--- config.mk ---
export PLATFORM = sky130hd
export DESIGN_NAME = bresenham_line_color_rasterizer_top
export DESIGN_NICKNAME = d
export VERILOG_FILES = /design/src/hdl/blcr_pkg.sv /design/src/hdl/blcr_weight_div.sv /design/src/hdl/blcr_color_mix.sv /design/src/hdl/bresenham_line_color_rasterizer_top.sv
export SDC_FILE = /design/constraint.sdc
export NUM_CORES = 1
export LEC_CHECK = 0
export ABC_AREA = 0
export BUFFER_PORTS_ARGS = -buffer_cell sky130_fd_sc_hd__buf_2
export CORE_ASPECT_RATIO = 1.2
export CORE_MARGIN = 8
export CORE_UTILIZATION = 55
export CTS_CLUSTER_DIAMETER = 100
export DETAILED_ROUTE_END_ITERATION = 8
export PLACE_DENSITY = 0.73
export RECOVER_POWER = 50
export SLEW_MARGIN = 20
export SYNTH_ARGS = -nofsm -noshare
export SYNTH_HDL_FRONTEND = slang
export SYNTH_HIERARCHICAL = 1
export SYNTH_SLANG_ARGS = --single-unit
--- constraint.sdc ---
create_clock -name aclk -period 10.3 [get_ports aclk]
set_input_delay 1.545 -clock aclk [delete_from_list [all_inputs] [get_ports aclk]]
set_output_delay 1.545 -clock aclk [all_outputs]
set_load 0.02 [all_outputs]
--- src/hdl/blcr_pkg.sv ---
// Package for the Bresenham line color rasterizer.
// Holds the coordinate width, the default weight precision, request codes and word types.
// No dependencies.
`default_nettype none

package blcr_pkg;

    localparam int COORD_BITS       = 12;
    localparam int WEIGHT_FRAC_BITS = 16;

    typedef logic signed [COORD_BITS-1:0] coord_t;
    typedef logic [COORD_BITS-1:0]        delta_t;

    localparam logic REQ_LOAD = 1'b0;
    localparam logic REQ_STEP = 1'b1;

    typedef struct packed {
        logic        req_type;
        coord_t      start_x;
        coord_t      start_y;
        coord_t      end_x;
        coord_t      end_y;
        logic [31:0] start_rgba;
        logic [31:0] end_rgba;
    } in_word_t;

    typedef struct packed {
        logic        pixel_valid;
        coord_t      pixel_x;
        coord_t      pixel_y;
        logic [31:0] pixel_rgba;
        logic        last_pixel;
    } out_word_t;

endpackage

`default_nettype wire

--- src/hdl/blcr_weight_div.sv ---
// Iterative restoring divider for the blend weight, one quotient bit per cycle.
// Produces floor(num * 2^FRAC_BITS / den), clamped to 1.0, or zero for a zero divisor.
// No package dependencies.
`default_nettype none

module blcr_weight_div #(
    parameter int DEN_BITS  = 12,
    parameter int FRAC_BITS = 16
) (
    input  wire logic                 aclk,
    input  wire logic                 aresetn,
    input  wire logic                 start,
    input  wire logic [DEN_BITS-1:0]  num,
    input  wire logic [DEN_BITS-1:0]  den,
    output logic                      done,
    output logic [FRAC_BITS:0]        weight
);

    localparam int CNT_BITS = $clog2(FRAC_BITS + 1);

    logic                busy_reg;
    logic                done_reg;
    logic [CNT_BITS-1:0] cnt_reg;
    logic [DEN_BITS-1:0] rem_reg;
    logic [DEN_BITS-1:0] den_reg;
    logic [FRAC_BITS:0]  quo_reg;

    logic [DEN_BITS:0] rem_shift;
    logic [DEN_BITS:0] rem_sub;
    logic              fits;

    always_comb begin
        rem_shift = {rem_reg, 1'b0};
        fits      = rem_shift >= {1'b0, den_reg};
        rem_sub   = rem_shift - {1'b0, den_reg};
    end

    always_ff @(posedge aclk) begin
        if (!aresetn) begin
            busy_reg <= 1'b0;
            done_reg <= 1'b0;
        end else begin
            done_reg <= start ? ((den == '0) || (num >= den))
                              : (busy_reg && (cnt_reg == CNT_BITS'(1)));
            if (start) begin
                den_reg <= den;
                rem_reg <= num;
                cnt_reg <= CNT_BITS'(FRAC_BITS);
                if (den == '0) begin
                    quo_reg <= '0;
                end else if (num >= den) begin
                    quo_reg <= {1'b1, {FRAC_BITS{1'b0}}};
                end else begin
                    quo_reg  <= '0;
                    busy_reg <= 1'b1;
                end
            end else if (busy_reg) begin
                rem_reg <= fits ? rem_sub[DEN_BITS-1:0] : rem_shift[DEN_BITS-1:0];
                quo_reg <= {quo_reg[FRAC_BITS-1:0], fits};
                cnt_reg <= cnt_reg - CNT_BITS'(1);
                if (cnt_reg == CNT_BITS'(1)) begin
                    busy_reg <= 1'b0;
                end
            end
        end
    end

    assign done   = done_reg;
    assign weight = quo_reg;

endmodule

`default_nettype wire

--- src/hdl/blcr_color_mix.sv ---
// Color blender that runs the four 8-bit channels through one shared multiplier in turn.
// Each channel is a + (b - a) * w, truncated by FRAC_BITS. No package dependencies.
`default_nettype none

module blcr_color_mix #(
    parameter int FRAC_BITS = 16
) (
    input  wire logic               aclk,
    input  wire logic               aresetn,
    input  wire logic               start,
    input  wire logic [FRAC_BITS:0] weight,
    input  wire logic [31:0]        color_a,
    input  wire logic [31:0]        color_b,
    output logic                    done,
    output logic [31:0]             rgba
);

    logic               busy_reg;
    logic               done_reg;
    logic [1:0]         ch_reg;
    logic [FRAC_BITS:0] w_reg;
    logic [31:0]        ca_reg;
    logic [31:0]        cb_reg;
    logic [31:0]        rgba_reg;

    logic [7:0]                  chan_a;
    logic [7:0]                  chan_b;
    logic signed [8:0]           diff;
    logic signed [FRAC_BITS+1:0] w_s;
    logic signed [FRAC_BITS+10:0] prod;
    logic signed [FRAC_BITS+10:0] base;
    logic signed [FRAC_BITS+10:0] sum;
    logic [7:0]                  chan_out;

    always_comb begin
        chan_a   = ca_reg[{ch_reg, 3'b000} +: 8];
        chan_b   = cb_reg[{ch_reg, 3'b000} +: 8];
        diff     = $signed({1'b0, chan_b}) - $signed({1'b0, chan_a});
        w_s      = $signed({1'b0, w_reg});
        prod     = diff * w_s;
        base     = $signed({3'b000, chan_a, {FRAC_BITS{1'b0}}});
        sum      = base + prod;
        chan_out = sum[FRAC_BITS+7:FRAC_BITS];
    end

    always_ff @(posedge aclk) begin
        if (!aresetn) begin
            busy_reg <= 1'b0;
            done_reg <= 1'b0;
        end else begin
            done_reg <= !start && busy_reg && (ch_reg == 2'd3);
            if (start) begin
                busy_reg <= 1'b1;
                ch_reg   <= 2'd0;
                w_reg    <= weight;
                ca_reg   <= color_a;
                cb_reg   <= color_b;
            end else if (busy_reg) begin
                rgba_reg[{ch_reg, 3'b000} +: 8] <= chan_out;
                ch_reg <= ch_reg + 2'd1;
                if (ch_reg == 2'd3) begin
                    busy_reg <= 1'b0;
                end
            end
        end
    end

    assign done = done_reg;
    assign rgba = rgba_reg;

endmodule

`default_nettype wire

--- src/hdl/bresenham_line_color_rasterizer_top.sv ---
// Top level of the Bresenham line color rasterizer: line setup, stepping and sequencer.
// Depends on blcr_pkg, blcr_weight_div and blcr_color_mix.
//
//   Channel   Ports                        Word
//   input     s_valid, s_ready, s_data     blcr_pkg::in_word_t (load or step request)
//   result    m_valid, m_ready, m_data     blcr_pkg::out_word_t (one per step request)
//
// A load request gives no result.
// A step on an active line runs the weight divider's one-bit-per-cycle loop and then the
// four passes of the shared channel multiplier.
// A step with no active line gives an empty word. Reset is synchronous and clears the line.
// A result waits in the output register while the next request is accepted.
`default_nettype none

module bresenham_line_color_rasterizer_top #(
    parameter int WEIGHT_FRAC_BITS = blcr_pkg::WEIGHT_FRAC_BITS
) (
    input  wire logic                 aclk,
    input  wire logic                 aresetn,
    input  wire logic                 s_valid,
    output logic                      s_ready,
    input  wire blcr_pkg::in_word_t   s_data,
    output logic                      m_valid,
    input  wire logic                 m_ready,
    output blcr_pkg::out_word_t       m_data
);

    localparam int CB       = blcr_pkg::COORD_BITS;
    localparam int ERR_BITS = CB + 3;

    typedef enum logic [3:0] {
        ST_IDLE = 4'b0001,
        ST_DIV  = 4'b0010,
        ST_MIX  = 4'b0100,
        ST_PUSH = 4'b1000
    } seq_state_t;

    function automatic blcr_pkg::delta_t abs_diff(input blcr_pkg::coord_t a,
                                                  input blcr_pkg::coord_t b);
        logic signed [CB:0] d;
        logic signed [CB:0] nd;
        d  = $signed({a[CB-1], a}) - $signed({b[CB-1], b});
        nd = -d;
        return d[CB] ? nd[CB-1:0] : d[CB-1:0];
    endfunction

    function automatic blcr_pkg::coord_t step_one(input blcr_pkg::coord_t c,
                                                  input logic neg);
        return neg ? c - blcr_pkg::coord_t'(1) : c + blcr_pkg::coord_t'(1);
    endfunction

    seq_state_t state_reg;

    logic                   line_active_reg;
    blcr_pkg::coord_t       cur_x_reg, cur_y_reg;
    blcr_pkg::coord_t       stop_x_reg, stop_y_reg;
    blcr_pkg::coord_t       origin_x_reg, origin_y_reg;
    logic signed [ERR_BITS-1:0] err_reg;
    logic [CB:0]            twice_dx_reg, twice_dy_reg;
    logic                   x_major_reg;
    logic                   step_x_neg_reg, step_y_neg_reg;
    logic                   blend_on_x_reg;
    blcr_pkg::delta_t       blend_recip_reg;
    logic [31:0]            color_a_reg, color_b_reg;

    blcr_pkg::out_word_t    res_reg;
    blcr_pkg::out_word_t    out_reg;
    logic                   m_valid_reg;

    logic accept;
    logic out_free;

    blcr_pkg::delta_t       ld_adx, ld_ady;
    logic                   ld_x_major;
    logic                   ld_blend_on_x;

    blcr_pkg::delta_t       st_num;
    logic signed [ERR_BITS-1:0] tdx_s, tdy_s;
    logic signed [ERR_BITS-1:0] err_add, err_next;
    logic                   bump;
    blcr_pkg::coord_t       cur_x_next, cur_y_next;
    logic                   last_next;

    logic                   div_start;
    logic                   div_done;
    logic [WEIGHT_FRAC_BITS:0] div_weight;
    logic                   mix_start;
    logic                   mix_done;
    logic [31:0]            mix_rgba;

    assign s_ready  = (state_reg == ST_IDLE);
    assign accept   = s_valid && s_ready;
    assign out_free = !m_valid_reg || m_ready;

    always_comb begin
        ld_adx        = abs_diff(s_data.end_x, s_data.start_x);
        ld_ady        = abs_diff(s_data.end_y, s_data.start_y);
        ld_x_major    = ld_adx > ld_ady;
        ld_blend_on_x = (s_data.start_y == s_data.end_y);
    end

    always_comb begin
        st_num  = blend_on_x_reg ? abs_diff(cur_x_reg, origin_x_reg)
                                 : abs_diff(cur_y_reg, origin_y_reg);
        tdx_s   = $signed({2'b00, twice_dx_reg});
        tdy_s   = $signed({2'b00, twice_dy_reg});
        err_add = err_reg + (x_major_reg ? tdy_s : tdx_s);
        bump    = err_add > 0;
        err_next = bump ? err_add - (x_major_reg ? tdx_s : tdy_s) : err_add;
        if (x_major_reg) begin
            cur_x_next = step_one(cur_x_reg, step_x_neg_reg);
            cur_y_next = bump ? step_one(cur_y_reg, step_y_neg_reg) : cur_y_reg;
            last_next  = (cur_x_next == stop_x_reg);
        end else begin
            cur_y_next = step_one(cur_y_reg, step_y_neg_reg);
            cur_x_next = bump ? step_one(cur_x_reg, step_x_neg_reg) : cur_x_reg;
            last_next  = (cur_y_next == stop_y_reg);
        end
    end

    assign div_start = accept && (s_data.req_type == blcr_pkg::REQ_STEP) && line_active_reg;
    assign mix_start = (state_reg == ST_DIV) && div_done;

    blcr_weight_div #(
        .DEN_BITS  (CB),
        .FRAC_BITS (WEIGHT_FRAC_BITS)
    ) u_div (
        .aclk    (aclk),
        .aresetn (aresetn),
        .start   (div_start),
        .num     (st_num),
        .den     (blend_recip_reg),
        .done    (div_done),
        .weight  (div_weight)
    );

    blcr_color_mix #(
        .FRAC_BITS (WEIGHT_FRAC_BITS)
    ) u_mix (
        .aclk    (aclk),
        .aresetn (aresetn),
        .start   (mix_start),
        .weight  (div_weight),
        .color_a (color_a_reg),
        .color_b (color_b_reg),
        .done    (mix_done),
        .rgba    (mix_rgba)
    );

    always_ff @(posedge aclk) begin
        if (!aresetn) begin
            state_reg       <= ST_IDLE;
            line_active_reg <= 1'b0;
            m_valid_reg     <= 1'b0;
        end else begin
            if (m_valid_reg && m_ready && (state_reg != ST_PUSH)) begin
                m_valid_reg <= 1'b0;
            end
            case (state_reg)
                ST_IDLE: begin
                    if (accept) begin
                        if (s_data.req_type == blcr_pkg::REQ_LOAD) begin
                            step_x_neg_reg  <= !(s_data.end_x > s_data.start_x);
                            step_y_neg_reg  <= !(s_data.end_y > s_data.start_y);
                            twice_dx_reg    <= {ld_adx, 1'b0};
                            twice_dy_reg    <= {ld_ady, 1'b0};
                            cur_x_reg       <= s_data.start_x;
                            cur_y_reg       <= s_data.start_y;
                            origin_x_reg    <= s_data.start_x;
                            origin_y_reg    <= s_data.start_y;
                            stop_x_reg      <= s_data.end_x;
                            stop_y_reg      <= s_data.end_y;
                            x_major_reg     <= ld_x_major;
                            err_reg         <= -$signed({3'b000,
                                                         ld_x_major ? ld_adx : ld_ady});
                            blend_on_x_reg  <= ld_blend_on_x;
                            blend_recip_reg <= ld_blend_on_x ? ld_adx : ld_ady;
                            color_a_reg     <= s_data.start_rgba;
                            color_b_reg     <= s_data.end_rgba;
                            line_active_reg <= ld_x_major
                                               ? (s_data.start_x != s_data.end_x)
                                               : (s_data.start_y != s_data.end_y);
                        end else if (line_active_reg) begin
                            res_reg.pixel_valid <= 1'b1;
                            res_reg.pixel_x     <= cur_x_reg;
                            res_reg.pixel_y     <= cur_y_reg;
                            res_reg.last_pixel  <= last_next;
                            cur_x_reg           <= cur_x_next;
                            cur_y_reg           <= cur_y_next;
                            err_reg             <= err_next;
                            if (last_next) begin
                                line_active_reg <= 1'b0;
                            end
                            state_reg <= ST_DIV;
                        end else begin
                            res_reg   <= '0;
                            state_reg <= ST_PUSH;
                        end
                    end
                end
                ST_DIV: begin
                    if (div_done) begin
                        state_reg <= ST_MIX;
                    end
                end
                ST_MIX: begin
                    if (mix_done) begin
                        res_reg.pixel_rgba <= mix_rgba;
                        state_reg          <= ST_PUSH;
                    end
                end
                ST_PUSH: begin
                    if (out_free) begin
                        out_reg     <= res_reg;
                        m_valid_reg <= 1'b1;
                        state_reg   <= ST_IDLE;
                    end
                end
                default: begin
                    state_reg <= ST_IDLE;
                end
            endcase
        end
    end

    assign m_valid = m_valid_reg;
    assign m_data  = out_reg;

endmodule

`default_nettype wire

# ---- Word-level counts from Yosys, hierarchy flattened
# Index checks and enable logic that the tools add are counted.
dict set report totals {
  input_bits 117
  elab_cells 196
  ff_bits 478
  out_inout_bits 60
}
dict set report op_classes {
  n_lt_le_gt_ge 6
  mux 63
  eq_ne 23
  shifts 4
  n_bitwise 2
  n_reduce_logical 34
  add_sub_neg 21
  mul 1
}
# op count
set ops {}
lappend ops {{12-bit two-way mux} 20}
lappend ops {{17-bit two-way mux} 4}
lappend ops {{33-bit two-way mux} 2}
lappend ops {{32-bit two-way mux} 2}
lappend ops {{32-bit case mux with 2 select lines} 1}
lappend ops {{32-bit by 6-bit indexed part select with 8-bit output} 2}
lappend ops {{12-bit by 12-bit subtractor with 13-bit output} 4}
lappend ops {{12-bit negator} 4}
lappend ops {{15-bit two-way mux} 3}
lappend ops {{12-bit equality test} 3}
lappend ops {{12-bit > comparator} 3}
lappend ops {{32-bit bitwise mux} 1}
lappend ops {{8-bit by 7-bit variable shift with 32-bit output, first input constant} 1}
lappend ops {{8-bit by 7-bit indexed part select with 32-bit output} 1}
lappend ops {{13-bit two-way mux} 2}
lappend ops {{25-bit two-way mux} 1}
lappend ops {{12-bit by 2-bit adder with 12-bit output, second input constant} 2}
lappend ops {{24-bit adder} 1}
lappend ops {{9-bit by 18-bit multiplier with 24-bit output} 1}
lappend ops {{4-bit two-way mux} 6}
lappend ops {{12-bit != test} 2}
lappend ops {{12-bit by 2-bit subtractor with 12-bit output, second input constant} 2}
lappend ops {{1-bit two-way mux} 18}
lappend ops {{4-bit case mux with 4 select lines} 1}
lappend ops {{35 further kinds} 67}

# ---- Longest topological paths before layout
dict set report logic_depth {
  ltp_word 8
  ltp_mapped 32
}

# ---- By module
# Netlist, hierarchy kept.
# mod instances cells_per_inst area_per_inst_um2 seq_area_each_um2
set by_module_without_submodules {}
lappend by_module_without_submodules {bresenham_line_color_rasterizer_top 1 1506 17424.2 9339.0}
lappend by_module_without_submodules {blcr_color_mix 1 741 9153.8 3493.4}
lappend by_module_without_submodules {blcr_weight_div 1 264 2904.0 1421.4}

# ---- Worst setup path before layout
# No wires, ideal clock.
dict set report synth_path {
  path_kind {input to register}
  start {input port s_data[112] in the netlist's numbering}
  end {register blend_on_x_reg (enable)}
  setup_ns 0.666
  t_required_ns 9.634
  arrival_time_ns 8.470
  stages 4
  setup_slack_ns 1.164
  path_cell_list {clkbuf_1 > clkbuf_1 > buf_1 > nor2_1}
}
dict set report synth_via {
  elab_chain_len 2
}
# item line
set synth_lines {}
lappend synth_lines {{from (decl)} bresenham_line_color_rasterizer_top.sv:22} ;# input wire blcr_pkg::in_word_t s_data,
lappend synth_lines {{1-bit NOT (no line)} --}
lappend synth_lines {{4-bit AND reduction (no line)} --}
lappend synth_lines {{to (signal assigned)} bresenham_line_color_rasterizer_top.sv:176} ;# blend_on_x_reg <= ld_blend_on_x;
lappend synth_lines {{to (decl)} bresenham_line_color_rasterizer_top.sv:62} ;# logic blend_on_x_reg;
# No other way between the ends.
# A chain may end at the register's enable or synchronous reset.

# ---- Worst setup path after layout
dict set report layout_path {
  start {register u_mix.ch_reg[1]}
  end {register u_mix.rgba_reg[20], in the netlist u_mix/rgba[20], data pin}
}
dict set report layout_via {
  elab_chain_len 6
}
# item line
set layout_lines {}
lappend layout_lines {{from (decl)} blcr_color_mix.sv:20} ;# logic [1:0] ch_reg;
lappend layout_lines {{from (signal assigned)} blcr_color_mix.sv:60} ;# ch_reg <= ch_reg + 2'd1;
lappend layout_lines {{32-bit by 6-bit indexed part select with 8-bit output (on tied branches)} {blcr_color_mix.sv:37, blcr_color_mix.sv:36}}
lappend layout_lines {{8-bit by 8-bit subtractor with 9-bit output} blcr_color_mix.sv:38} ;# diff = $signed({1'b0, chan_b}) - $signed({1'b0, chan_a});
lappend layout_lines {{9-bit by 18-bit multiplier with 24-bit output} blcr_color_mix.sv:40} ;# prod = diff * w_s;
lappend layout_lines {{24-bit adder} blcr_color_mix.sv:42} ;# sum = base + prod;
lappend layout_lines {{8-bit by 7-bit indexed part select with 32-bit output} blcr_color_mix.sv:59} ;# rgba_reg[{ch_reg, 3'b000} +: 8] <= chan_out;
lappend layout_lines {{32-bit bitwise mux (*)} blcr_color_mix.sv:59}
lappend layout_lines {{to (signal, indexed assignment)} blcr_color_mix.sv:59}
lappend layout_lines {{to (decl)} blcr_color_mix.sv:24} ;# logic [31:0] rgba_reg;
# Every way passes the cells marked *; elsewhere a longest branch is shown, timed or not.

==> run metrics <==
GRT overflow=0; worst-case reg-to-reg path depth=26; Via Count=19985; clk slew on worst S/H paths=approximately 0.060 ns; worst relative slew slack=-152%; Critical Path RT=~11 ns; total CTS buffers=50; Synth Area per Inst=11.7 um^2; top_reg_cell synth=edfxtp_1; Arrival @ worst endpoint=around 8.9 ns; Pwr Total=0.00603 W; crit path max-delay cell type=edfxtp_1; CP peak stage delay=1.07 ns; max-slew violations=between 100 and 150; cell depth of the worst hold path=0; post-route ant nets=0; grt met1 use=about a quarter; most used cell, CP=fa_1; DRC Markers=0; root buffer cell=clkbuf_16; CTS H-tree depth=2; status=complete, but fails checks; power per cell area=185 nW/um^2; worst-path maximum fanout=20; area grow syn2layout=10.8%; Port-buffer cells=about 180; die extent in x=227 um; Max Cap Viol=2; Largest delay share family, worst path=adder cells; GR peak layer=met2; vias in the first global route=around 21000; die area=a little over 60000 um^2; initial antenna violation count=0; Mapped Nets=between 2000 and 3000; Psw=0.00199 W; Peak supply drop=between 100 and 150 uV; layout cells sized above 1=9.45%; Mapped Area=29500 um^2; overall routing resource usage=23.6%; Max Clk Rate=117 MHz; library cells used by synthesis=95; drt total wl=72400 um; met3 GRT Util=between 3 and 4%; Worst Hold Class=flip-flop to flip-flop; Worst-Margin Slew=~3.8 ns; # nets final=3143; fill count=4348; failing checks=capacitance limit, slew limit; DR WL/cell=20.9 um; Hold Vio Cnt, Final=0; R2R Setup Slk=between 1.5 and 2 ns; Comb power frac=roughly 30%; Post-Syn Instances=2511; GP Congestion=0.966; Ports=approximately 180; Clk pwr share=28.5%; startpoint types=flip-flop; # Post-CTS Setup Buffers=0; worst hold endpoint=m_data[43]; Synth async-reset ratio=0%; Lkg Pwr=around 13 nW; Worst setup startpoint=u_mix/ch_reg[1]; Period Utilization, post-route=82.8%; Antenna Cells=0; largest net degree at the start of global routing=153; end of the worst register-to-register path=u_mix/rgba[20]; Setup-failing EPs final=0; Setup TNS=0 ns; switch share=between 30% and 40%; cell taking the most area after synthesis=edfxtp_1; die height=270 um; flops & latches, synth=478; Via density=approximately 5.8; met2 GRT Util=42.8%; insertion delay to the later sink of the worst-skew pair=~0.6 ns; Pre-antenna DRT Iters=6; first-pass GRT wire length=between 100000 and 150000 um; Reg-to-Reg Start=u_mix/ch_reg[1]; Ys Warns=6; initial core utilization=55.3%; RSZ-0062 raised after global routing=false; Resized cells post-CTS=0; Tmin final=8.53 ns; Crit. End Element=flip-flop; ranking of synthesized cells by area=edfxtp_1, fa_1, ha_1; kind of critical path=flip-flop to flip-flop; Internal=0.00405 W; initial DRC count=about 1100; Final HPWL DP=56000 um; CTS Hold Bufs=0; Longest Clk Path Bufs=3; Num Clock Sinks=478; core area=around 53000 um^2; Clock Skews=0.0269 ns; Yosys top cell area share=47.7%; CTS tree=built; Hold Startpoint=res_reg[43]; sequential share of the synthesized area=48.3%; CP bufs+invs=3; Post-synth EDFFs=468; Reg power frac=40.7%; std cell rows=93
power groups by stage:
stage	sequential (W)	clock (W)	combinational, W
3_3_place_gp	0.00249	0	0.00179
4_1_cts	0.00245	0.00176	0.00185
5_1_grt	0.00246	0.00183	0.00204
6_report	0.00245	0.00172	0.00186
3_5_place_dp	0.00249	0	0.00184
2_1_floorplan	0.00248	0	0.00134
logic make-up after synthesis:
kind of cell	after synthesis	synth area share [%]
flip-flops	478	48.3
buffers and inverters	327	4.27
multiplexers	71	3.21
XOR/XNOR	157	4.74
AO/OA/AOI/OAI	431	9.85
AND/OR/NAND/NOR	729	13.0
adder cells (fa/ha/maj)	318	16.6
routing by layer:
metal,vias up,wire length (um)
met5,-,0
met2,659,37300
met4,0,4180
li1,9347,-
met3,219,3680
met1,9760,27200
cells in the mapped netlist (all sizes together), types with 15 or more instances:
cell type	number
o21a	23
edfxtp	468
mux2	26
a31oi	17
and2	129
nand2	140
o211ai	15
ha	194
xor2	59
nor3	37
a21o	31
nor2b	46
nand3	32
mux2i	29
clkbuf	38
nor2	172
nand2b	53
o21ai	93
o31ai	16
mux4	16
or3	18
inv	273
a21oi	120
xnor2	97
fa	122
buf	16
nand4	27
a211oi	18
area by class of cell:
cell class | instances | area (um^2) | share of cell area, %
Inverter | 273 | 1030 | 3.14
Multi-Input combinational cell | 1706 | 14000 | 42.9
Tap cell | 712 | 891 | 2.73
Sequential cell | 478 | 14300 | 43.6
Clock buffer | 57 | 1280 | 3.91
Timing Repair Buffer | 201 | 942 | 2.88
Clock inverter | 35 | 269 | 0.823
placed cells by master (no fill, tap or decap), drive strengths merged, types with 29 or more instances in the layout:
cell,instances
edfxtp,468
o21ai,93
fa,122
xor2,59
nor2,172
nand2b,53
and2,129
clkbuf,162
buf,96
nor2b,46
inv,277
ha,194
mux2i,29
a21oi,120
xnor2,97
nand3,32
nor3,37
nand2,140
a21o,31
through the flow:
stage	util (%)	std cells	hold slack, ns	setup WS [ns]	instance area (um^2)
floorplan	-	2511	0.400	1.16	29500
global placement	58.7	3370	0.401	1.92	31300
detailed placement	58.7	3370	0.405	1.81	31300
CTS	61.6	3462	0.414	1.77	32800
global route	61.3	3462	0.421	1.36	32700
finish	61.3	3462	0.415	1.77	32700
worst max path at each step:
stage / cells after the start / slack [ns] / endpoint
2_1_floorplan: 4 / 1.16 / blend_on_x_reg
3_3_place_gp: 26 / 1.92 / u_mix/rgba[4]
3_5_place_dp: 26 / 1.81 / u_mix/rgba[20]
4_1_cts: 26 / 1.77 / u_mix/rgba[20]
5_1_grt: 26 / 1.36 / u_mix/rgba[4]
6_report: 26 / 1.77 / u_mix/rgba[20]
(Power assumes the default switching activity.)
